==> config.mk <==
export PLATFORM = sky130hd
export DESIGN_NAME = pdrp_ctrl
export DESIGN_NICKNAME = d
export VERILOG_FILES = /design/src/rtl/pdrp_pkg.sv /design/src/rtl/pdrp_ctrl.sv
export SDC_FILE = /design/constraint.sdc
export NUM_CORES = 1
export LEC_CHECK = 0
export ABC_CLOCK_PERIOD_IN_PS = 800
export CORE_AREA = 2 2 39 41
export DETAILED_ROUTE_END_ITERATION = 10
export DIE_AREA = 0 0 41 43
export DONT_BUFFER_PORTS = 1
export HOLD_SLACK_MARGIN = 0.02
export PLACE_DENSITY = 0.3
export SETUP_SLACK_MARGIN = 0.2
export SYNTH_ARGS = -nofsm -noshare
export SYNTH_HDL_FRONTEND = slang
export SYNTH_SLANG_ARGS = --single-unit
==> constraint.sdc <==
create_clock -name clk -period 0.8 [get_ports clk]
set_input_delay 0 -clock clk [delete_from_list [all_inputs] [get_ports clk]]
set_output_delay 0 -clock clk [all_outputs]
set_load 0.1 [all_outputs]
==> src/rtl/pdrp_pkg.sv <==
// pdrp_pkg: shared types and constants of the palette DAC register port.
// No dependencies; used by every module of the block except pdrp_ram.
`default_nettype none

package pdrp_pkg;

  localparam int unsigned BYTE_W  = 8;
  localparam int unsigned OFF_W   = 4;
  localparam int unsigned PHASE_W = 2;
  localparam int unsigned ENTRY_W = 3 * BYTE_W;
  localparam int unsigned PAL_DEPTH = 256;

  localparam logic [OFF_W-1:0] REG_WADDR   = 4'h0;
  localparam logic [OFF_W-1:0] REG_DATA    = 4'h4;
  localparam logic [OFF_W-1:0] REG_PIXMASK = 4'h8;
  localparam logic [OFF_W-1:0] REG_RADDR   = 4'hC;

  localparam logic CMD_READ  = 1'b0;
  localparam logic CMD_WRITE = 1'b1;

  localparam logic [PHASE_W-1:0] PHASE_RED   = 2'd0;
  localparam logic [PHASE_W-1:0] PHASE_GREEN = 2'd1;
  localparam logic [PHASE_W-1:0] PHASE_BLUE  = 2'd2;
  localparam logic [PHASE_W-1:0] PHASE_SPARE = 2'd3;

  typedef logic [BYTE_W-1:0]  byte_t;
  typedef logic [ENTRY_W-1:0] entry_t;

  // controller to datapath
  typedef struct packed {
    logic load;    // capture the transaction
    logic fetch;   // issue the palette read
    logic commit;  // update state, form the result
  } pdrp_cmd_t;

endpackage

`default_nettype wire

==> src/rtl/pdrp_ctrl.sv <==
// pdrp_ctrl: transaction sequencer of the palette DAC register port.
// Depends on pdrp_pkg.
`default_nettype none

module pdrp_ctrl (
  input  wire logic              clk,
  input  wire logic              rst_n,
  input  wire logic              start,
  output logic                   busy,
  output logic                   out_valid,
  output pdrp_pkg::pdrp_cmd_t    cmd
);

  localparam logic [1:0] ST_IDLE = 2'd0;
  localparam logic [1:0] ST_EXEC = 2'd1;
  localparam logic [1:0] ST_RESP = 2'd2;

  logic [1:0] state_r, state_nxt;
  logic       valid_r, valid_nxt;

  always_comb begin
    state_nxt = state_r;
    unique case (state_r)
      ST_IDLE: begin
        if (start) state_nxt = ST_EXEC;
      end
      ST_EXEC: state_nxt = ST_RESP;
      ST_RESP: state_nxt = ST_IDLE;
      default: state_nxt = ST_IDLE;
    endcase
    valid_nxt = (state_r == ST_RESP);
  end

  always_ff @(posedge clk) begin
    if (!rst_n) begin
      state_r <= ST_IDLE;
      valid_r <= 1'b0;
    end else begin
      state_r <= state_nxt;
      valid_r <= valid_nxt;
    end
  end

  assign busy       = (state_r != ST_IDLE);
  assign out_valid  = valid_r;
  assign cmd.load   = (state_r == ST_IDLE) && start;
  assign cmd.fetch  = (state_r == ST_EXEC);
  assign cmd.commit = (state_r == ST_RESP);

endmodule

`default_nettype wire

==> Yosys cells after proc, flatten, opt, wreduce, memory -nomap -nowiden <==
Index checks and enable logic that the tools add are counted.
{ "word_totals": {"reg_bits": 3, "input_bits": 3, "output_inout_bits": 5, "elab_cells": 10} }
{ "op_classes": {"n_eq_ne": 3, "n_mux": 2, "reduce_logical": 3} }
{ "op_table": {"columns": ["operator", "n"], "rows": [
  ["$pmux 2 s2", 1],
  ["$eq 2x1->1 const B", 1],
  ["$eq 2x2->1 const B", 1],
  ["$logic_not 2->1", 1],
  ["$mux 2", 1],
  ["$ne 2x2->1 const B", 1],
  ["$reduce_bool 2->1", 1],
  ["$logic_and 1x1->1", 1]
]} }

==> Logic depth before layout (Yosys ltp) <==
Gate-level depths: netlist of the first run.
{ "depth": {"depth_word": 2, "depth_mapped": 2, "depth_no_buf": 1} }

==> Worst setup path after synthesis of the first run <==
OpenSTA, ideal clock, no wires.
{ "synth_path": {"path_kind": "register -> output", "start": "reg state_r[1]", "end": "out cmd[2] (netlist name)", "arrival_time_ns": 2.542, "t_required_ns": 0.800, "slack_ns": -1.742, "path_stages_with_launch": 2, "path_buffers": 0, "cell_sequence": "dfxtp_1 -> nor3b_1"} }
{ "synth_lines": {"columns": ["item", "line", "source"], "rows": [
  ["from (decl)", "pdrp_ctrl.sv:18", "logic [1:0] state_r, state_nxt;"],
  ["from (signal assigned)", "pdrp_ctrl.sv:39", "state_r <= state_nxt;"],
  ["to (decl)", "pdrp_ctrl.sv:11", "output pdrp_pkg::pdrp_cmd_t cmd"]
]} }

==> Flow_metrics.wiki, run 1 <==
{| class="wikitable"
! Metric !! Value
|-
| Largest net degree at the start of global routing || 8
|-
| CTS tree || yes
|-
| Fmax || 0.979 GHz
|-
| Clock Pin Slew Worst Setup and Hold Paths || about 0.040 ns
|-
| Avg Synthesized Cell Area || between 10 and 15 µm²
|-
| Total internal power || around 0.00042 W
|-
| CP max FO || 5
|-
| Remaining number of nets flagged by the antenna check after routing || 0
|-
| Data required time at the worst endpoint || about 0.80 ns
|-
| Net Count, Synth || 15
|-
| Setup repair after global routing missed its margin || true
|-
| Number of distinct library cells after synthesis || 7
|-
| Register-to-register path setup slack || -0.01 ns
|-
| Total clock sinks || 3
|-
| Total overflow reported by the global router || 0
|-
| Max_cap viols || 0
|-
| Total number of vias || between 100 and 150
|-
| # nets final || 23
|-
| Commonest cells after routing, fill and taps aside || sky130_fd_sc_hd__buf_12, sky130_fd_sc_hd__clkbuf_4, sky130_fd_sc_hd__dfxtp_4, sky130_fd_sc_hd__and2b_2, sky130_fd_sc_hd__and3b_2
|-
| Fraction of power consumed by combinational cells || 31.1%
|-
| Share of the synthesized netlist area taken by xor and xnor gates || 0%
|-
| Number of cell rows || 14
|-
| Filler-free cell count of the finished design || 35
|-
| Switching part of the total power || about 34%
|-
| Clk buf depth || 2
|-
| Fill cell count || 154
|-
| Area share of fa/ha/maj cells after synthesis || 0%
|-
| Routability Congestion || approximately 0.52
|-
| Area contributors post-synth || sky130_fd_sc_hd__dfxtp_1, sky130_fd_sc_hd__and3b_2, sky130_fd_sc_hd__and2b_2
|-
| Final Cell Area || ~280 µm²
|-
| Number of instances in the synthesized netlist || 12
|-
| Number of antenna violations at the first check in global routing || 0
|-
| Detailed-placement wirelength estimate || ~210 µm
|-
| Share of the clock period used by the worst path || 128%
|-
| Area growth from synthesis to layout || 104%
|-
| Mapped Area || about 140 µm²
|-
| Total Die Area || approximately 1800 µm²
|-
| Overall die height || 43 µm
|-
| DRC violations left || 0
|-
| Transition time at the pin with the least slew margin || roughly 0.29 ns
|-
| Setup tns final || -0.836 ns
|-
| Overall Power || around 0.00063 W
|-
| TritonCTS buffer count || 3
|-
| Compound-Gate Fraction of Synth Area || 0%
|-
| Largest family of logic cells by synthesized area || simple AND/OR/NAND/NOR gates
|-
| Overall die width || 41 µm
|-
| Final critical path time including I/O delays and setup || approximately 1.0 ns
|-
| Setup CP Type || flop to primary output
|-
| Status || finished with violations
|-
| Worst setup skew after layout || 0.000159 ns
|-
| Fin util || 20.4%
|-
| Share of Yosys cell area claimed by the top area cell type || a little over two fifths
|-
| Kind of start point of the critical path || flop
|-
| Total count of max-transition violations in the final report || 0
|-
| Top-Level Pins || 8
|-
| Later-pin clock latency in the skew report || ~0.23 ns
|-
| Count of routing violations after the opening detailed-route iteration || 0
|-
| Worst VDD drop || approximately 0.56 mV
|-
| Overall fraction of global-route tracks in use || under 10%
|-
| Number of search-and-repair iterations in the first detailed-routing pass || 1
|-
| Most frequent standard cell in the layout excluding fill and tap cells || sky130_fd_sc_hd__buf_12
|-
| Minimum setup slack in the final design || -0.221 ns
|-
| Post-synthesis simple-gate area fraction || between 40% and 50%
|-
| Area of the core region || 1380 µm²
|-
| Worst hold slack after final layout || -0.0547 ns
|-
| Fraction of layout instances using a drive strength above 1 || 94.7%
|-
| Via count of the first global-routing pass || 118
|-
| Leakage dissipation || roughly 0.12 nW
|-
| CTS H-Tree Depth || 1
|-
| P_sw || ~0.00021 W
|-
| Path class of the lowest-slack min-delay path || input port to flop
|-
| Global-route wire length before repair || a little over 500 µm
|-
| Final hold violation count || 3
|-
| Arrival time at the worst endpoint || between 1 and 1.5 ns
|-
| Clock network fraction of total power || 41.9%
|-
| Failing checks || hold timing, setup timing
|-
| Wire per inst || 7.91 µm
|-
| Share of synthesized area spent on multiplexers || 0%
|-
| Relative contribution of sequential cells to total power || between 20% and 30%
|-
| Share of the yosys chip area belonging to registers || 43.2%
|-
| Detailed-route wire length || 277 µm
|-
| Worst slew slack as a fraction of its limit || between 80% and 90%
|-
| CTS Root Cell || sky130_fd_sc_hd__clkbuf_4
|-
| Placed inst area || 244 µm²
|-
| PortBufs || 0
|-
| Nature of the critical path endpoint || primary output
|-
| # placed instances || 30
|-
| Biggest area consumer among synthesized cells || sky130_fd_sc_hd__dfxtp_1
|-
| Final setup violation count || 5
|-
| Diodes inserted || 0
|-
| Initial Util || between 10% and 20%
|-
| YS warnings || 0
|-
| Number of synthesized register bits || 3
|-
| Routed vias/inst || between 2 and 3
|-
| PD cells || between 2000 and 2500 nW/µm²
|}
[power by group through the flow]
stage	Combinational (W)	Clock, W	Sequential [W]
after global placement	0.000191	0	0.000174
after floorplan	0.000147	0	0.000172
after CTS	0.000197	0.000281	0.000170
after detailed placement	0.000191	0	0.000174
after global routing	0.000200	0.000307	0.000171
final	0.000196	0.000264	0.000169
[layout make-up]
class,instances,area (µm²),area share (%)
Clock buffer,4,26.3,9.29
Sequential cell,3,71.3,25.2
Timing Repair Buffer,5,87.6,31.0
Tap cell,16,20.0,7.08
Multi-Input combinational cell,7,77.6,27.4
[cells by family after synthesis]
family | count (synthesis)
flops | 3
simple gates | 7
buf+inv | 2
[metrics by stage]
stage / setup WS [ns] / hold WS (ns)
floorplan: -0.378 / 0.177
global placement: -0.0411 / 0.182
detailed placement: -0.0398 / 0.182
CTS: -0.242 / -0.0648
global route: -0.266 / -0.0610
finish: -0.221 / -0.0547
[critical path: stages (launching register included)]
cell                      delay, ns
sky130_fd_sc_hd__dfxtp_4       0.35
sky130_fd_sc_hd__nor3b_4       0.23
sky130_fd_sc_hd__buf_12        0.20
[synthesized netlist by cell type, drive strengths merged]
cell type,count
and3b,2
or2,1
dfxtp,3
nor3b,1
buf,2
and4bb,1
and2b,2
[sequential cells by signal (all words and copies together), names as in the netlist]
register and cells:
out_valid 1, state_r 2
[path summary, 6_finish.rpt]
kind	start	endpoint	cells after the start
worst max-delay path	state_r[1]	cmd[2]	2
worst min-delay path	rst_n	out_valid	1
worst max register to register	state_r[1]	state_r[0]	2
worst min register to register	state_r[0]	state_r[1]	1
[what timing repair did]
action | 4_1_cts | 5_1_grt
gates resized for setup | 2 | 0
hold endpoints to repair | 3 | 3
endpoints found under the setup margin | 8 | 8
setup buffers | 1 | 0
pin swaps | 1 | 1
[layer usage]
| metal | part of all wire (%) | global-route usage, % | vias to the layer above |
|---|---|---|---|
| met5 | 0 | 0 | - |
| met4 | 0 | 2.00 | 0 |
| met3 | 13 | 5.76 | 0 |
| met2 | 48 | 5.63 | 5 |
| met1 | 39 | 4.78 | 46 |
| li1 | - | - | 53 |
No activity file was read; power rests on OpenSTA's default activity.
==> run 2, diff against run 1 <==
- BUFFER_PORTS_ARGS: unset -> -buffer_cell sky130_fd_sc_hd__buf_2
- DONT_BUFFER_PORTS: 1 -> unset
- PLACE_DENSITY: 0.3 -> 0.33
==> Flow_metrics.wiki, run 2 (same netlist as run 1, synthesis figures left out) <==
{| class="wikitable"
! Metric !! Value
|-
| Later-pin clock latency in the skew report || between 0.2 and 0.25 ns
|-
| Setup tns final || -1.55 ns
|-
| Clock Pin Slew Worst Setup and Hold Paths || roughly 0.03 ns
|-
| Leakage dissipation || 0.153 nW
|-
| Critical-path cell list || buf_6 -> nor3b_4 -> buf_12
|-
| Overall fraction of global-route tracks in use || between 4 and 5%
|-
| Register-to-register path setup slack || -0.21 ns
|-
| Number of search-and-repair iterations in the first detailed-routing pass || 4
|-
| Minimum setup slack in the final design || -0.302 ns
|-
| Worst VDD drop || 0.680 mV
|-
| Overall die width || 41 µm
|-
| Global-route met2 utilization || a little under 6%
|-
| Diodes inserted || 0
|-
| Area growth from synthesis to layout || 148%
|-
| Via count of the first global-routing pass || 131
|-
| Clock network fraction of total power || about two fifths
|-
| Fin util || between 20% and 30%
|-
| Routing usage on met1 || approximately 4.5%
|-
| Data required time at the worst endpoint || 0.80 ns
|-
| Share of the clock period used by the worst path || 138%
|-
| Wire per inst || around 7.3 µm
|-
| Total number of vias || 131
|-
| Most frequent standard cell in the layout excluding fill and tap cells || sky130_fd_sc_hd__buf_12
|-
| Commonest cells after routing, fill and taps aside || sky130_fd_sc_hd__buf_12, sky130_fd_sc_hd__clkbuf_4, sky130_fd_sc_hd__dfxtp_4, sky130_fd_sc_hd__buf_6
|-
| Largest register by flop count || state_r
|-
| CTS Root Cell || sky130_fd_sc_hd__clkbuf_4
|-
| Fmax || 0.908 GHz
|-
| Slowest cell on the critical path || sky130_fd_sc_hd__dfxtp_4
|-
| Fraction of layout instances using a drive strength above 1 || 96.0%
|-
| Capture point of the worst reg-to-reg path || state_r[0]
|-
| Worst R2R Start || state_r[1]
|-
| Worst Reg2Reg Path Length in Cells || 4
|-
| Global-route wire length before repair || just under 500 µm
|-
| Number of antenna violations at the first check in global routing || 0
|-
| Clk buf depth || 2
|-
| Top-Level Pins || 8
|-
| Total overflow reported by the global router || 0
|-
| Stage delay of the slowest cell on the critical path || between 0.3 and 0.4 ns
|-
| Overall Power || roughly 0.00065 W
|-
| Max_cap viols || 0
|-
| Routability Congestion || approximately 0.6
|-
| # nets final || 29
|-
| Worst setup skew after layout || approximately 0.00055 ns
|-
| # placed instances || 35
|-
| Remaining number of nets flagged by the antenna check after routing || 0
|-
| Endpoint of the most critical setup path || cmd[2]
|-
| CP max FO || 3
|-
| Detailed-route wire length || around 300 µm
|-
| Overall die height || 43 µm
|-
| Fill cell count || 148
|-
| P_sw || around 0.00022 W
|-
| CP startpoint || state_r[1]
|-
| Final hold violation count || 0
|-
| TritonCTS buffer count || 3
|-
| Max reg flops || 2
|-
| Setup CP Type || flop to primary output
|-
| Levels on crit path || 3
|-
| CTS tree || yes
|-
| Crit-path leading delay family || flip-flops
|-
| Total Die Area || 1760 µm²
|-
| Number of cell rows || 14
|-
| Total count of max-transition violations in the final report || 0
|-
| Transition time at the pin with the least slew margin || 0.201 ns
|-
| Met3 global-route usage || around 1.6%
|-
| CTS H-Tree Depth || 1
|-
| Largest net degree at the start of global routing || 5
|-
| Hold buffers post-CTS || 0
|-
| DRC violations left || 0
|-
| WP buf/inv || 2
|-
| Failing checks || setup timing
|-
| Path class of the lowest-slack min-delay path || input port to flop
|-
| PD cells || between 1500 and 2000 nW/µm²
|-
| Total clock sinks || 3
|-
| Layer carrying the most global-route usage || met4
|-
| Routed vias/inst || approximately 3.2
|-
| Status || finished with violations
|-
| Arrival time at the worst endpoint || 1.10 ns
|-
| Setup repair after global routing missed its margin || true
|-
| Count of routing violations after the opening detailed-route iteration || 2
|-
| Switching part of the total power || approximately 34%
|-
| Nature of the critical path endpoint || primary output
|-
| Fraction of power consumed by combinational cells || between 30% and 40%
|-
| Worst slew slack as a fraction of its limit || 86.6%
|-
| Initial Util || about a tenth
|-
| Final critical path time including I/O delays and setup || between 1 and 1.5 ns
|-
| Final setup violation count || 7
|-
| Filler-free cell count of the finished design || a little over 40
|-
| Worst hold slack after final layout || just over 0.05 ns
|-
| Area of the core region || ~1400 µm²
|-
| PortBufs || 7
|-
| Kind of start point of the critical path || flop
|-
| Total internal power || approximately 0.00043 W
|-
| Relative contribution of sequential cells to total power || 24.5%
|}
## run 2: cell count changes in the layout (fill, tap and decap cells not counted), sizes merged
| cell | delta |
|---|---|
| buf | +6 |
## run 2: power groups by stage
stage | logic [W] | registers, W | clock network, W
after floorplan | 0.000147 | 0.000172 | 0
after global placement | 0.000213 | 0.000162 | 0
after global routing | 0.000234 | 0.000160 | 0.000278
after CTS | 0.000229 | 0.000160 | 0.000273
final | 0.000228 | 0.000158 | 0.000260
after detailed placement | 0.000214 | 0.000162 | 0
## run 2: cell type report
type	instances	area [µm²]	share of cell area, %
clock buffer	4	26.3	7.64
multi-input combinational	7	75.1	21.8
sequential	3	71.3	20.7
tap	16	20.0	5.82
timing repair buffer	11	151	44.0
## run 2: how the worst min path moves through the flow
stage,cells past startpoint,start,endpoint
6_report,2,rst_n,out_valid
5_1_grt,2,rst_n,out_valid
4_1_cts,2,rst_n,out_valid
3_5_place_dp,2,rst_n,out_valid
3_3_place_gp,2,rst_n,state_r[1]
2_1_floorplan,1,rst_n,out_valid
## run 2: layer usage
layer,vias to the layer above,part of all wire [%]
li1,68,-
met1,59,39
met2,4,56
met3,0,5.0
met4,0,0
met5,-,0
## run 2: timing repair
action / CTS / global route
gates cloned: 0 / 0
setup endpoints to repair: 8 / 8
buffers inserted: 2 / 0
pin swaps: 2 / 1
gates resized for setup: 4 / 1
## run 2: worst register-to-register path, cell delays in order (launching register included)
cell and delay (ns):
sky130_fd_sc_hd__dfxtp_4 0.34, sky130_fd_sc_hd__buf_6 0.12, sky130_fd_sc_hd__buf_4 0.13, sky130_fd_sc_hd__buf_6 0.10, sky130_fd_sc_hd__and4bb_2 0.26
## run 2: through the flow
step                setup WS [ns]  area [µm²]
floorplan                  -0.378         179
global placement          -0.0903         287
detailed placement         -0.101         287
global route               -0.332         344
CTS                        -0.322         342
finish                     -0.302         344
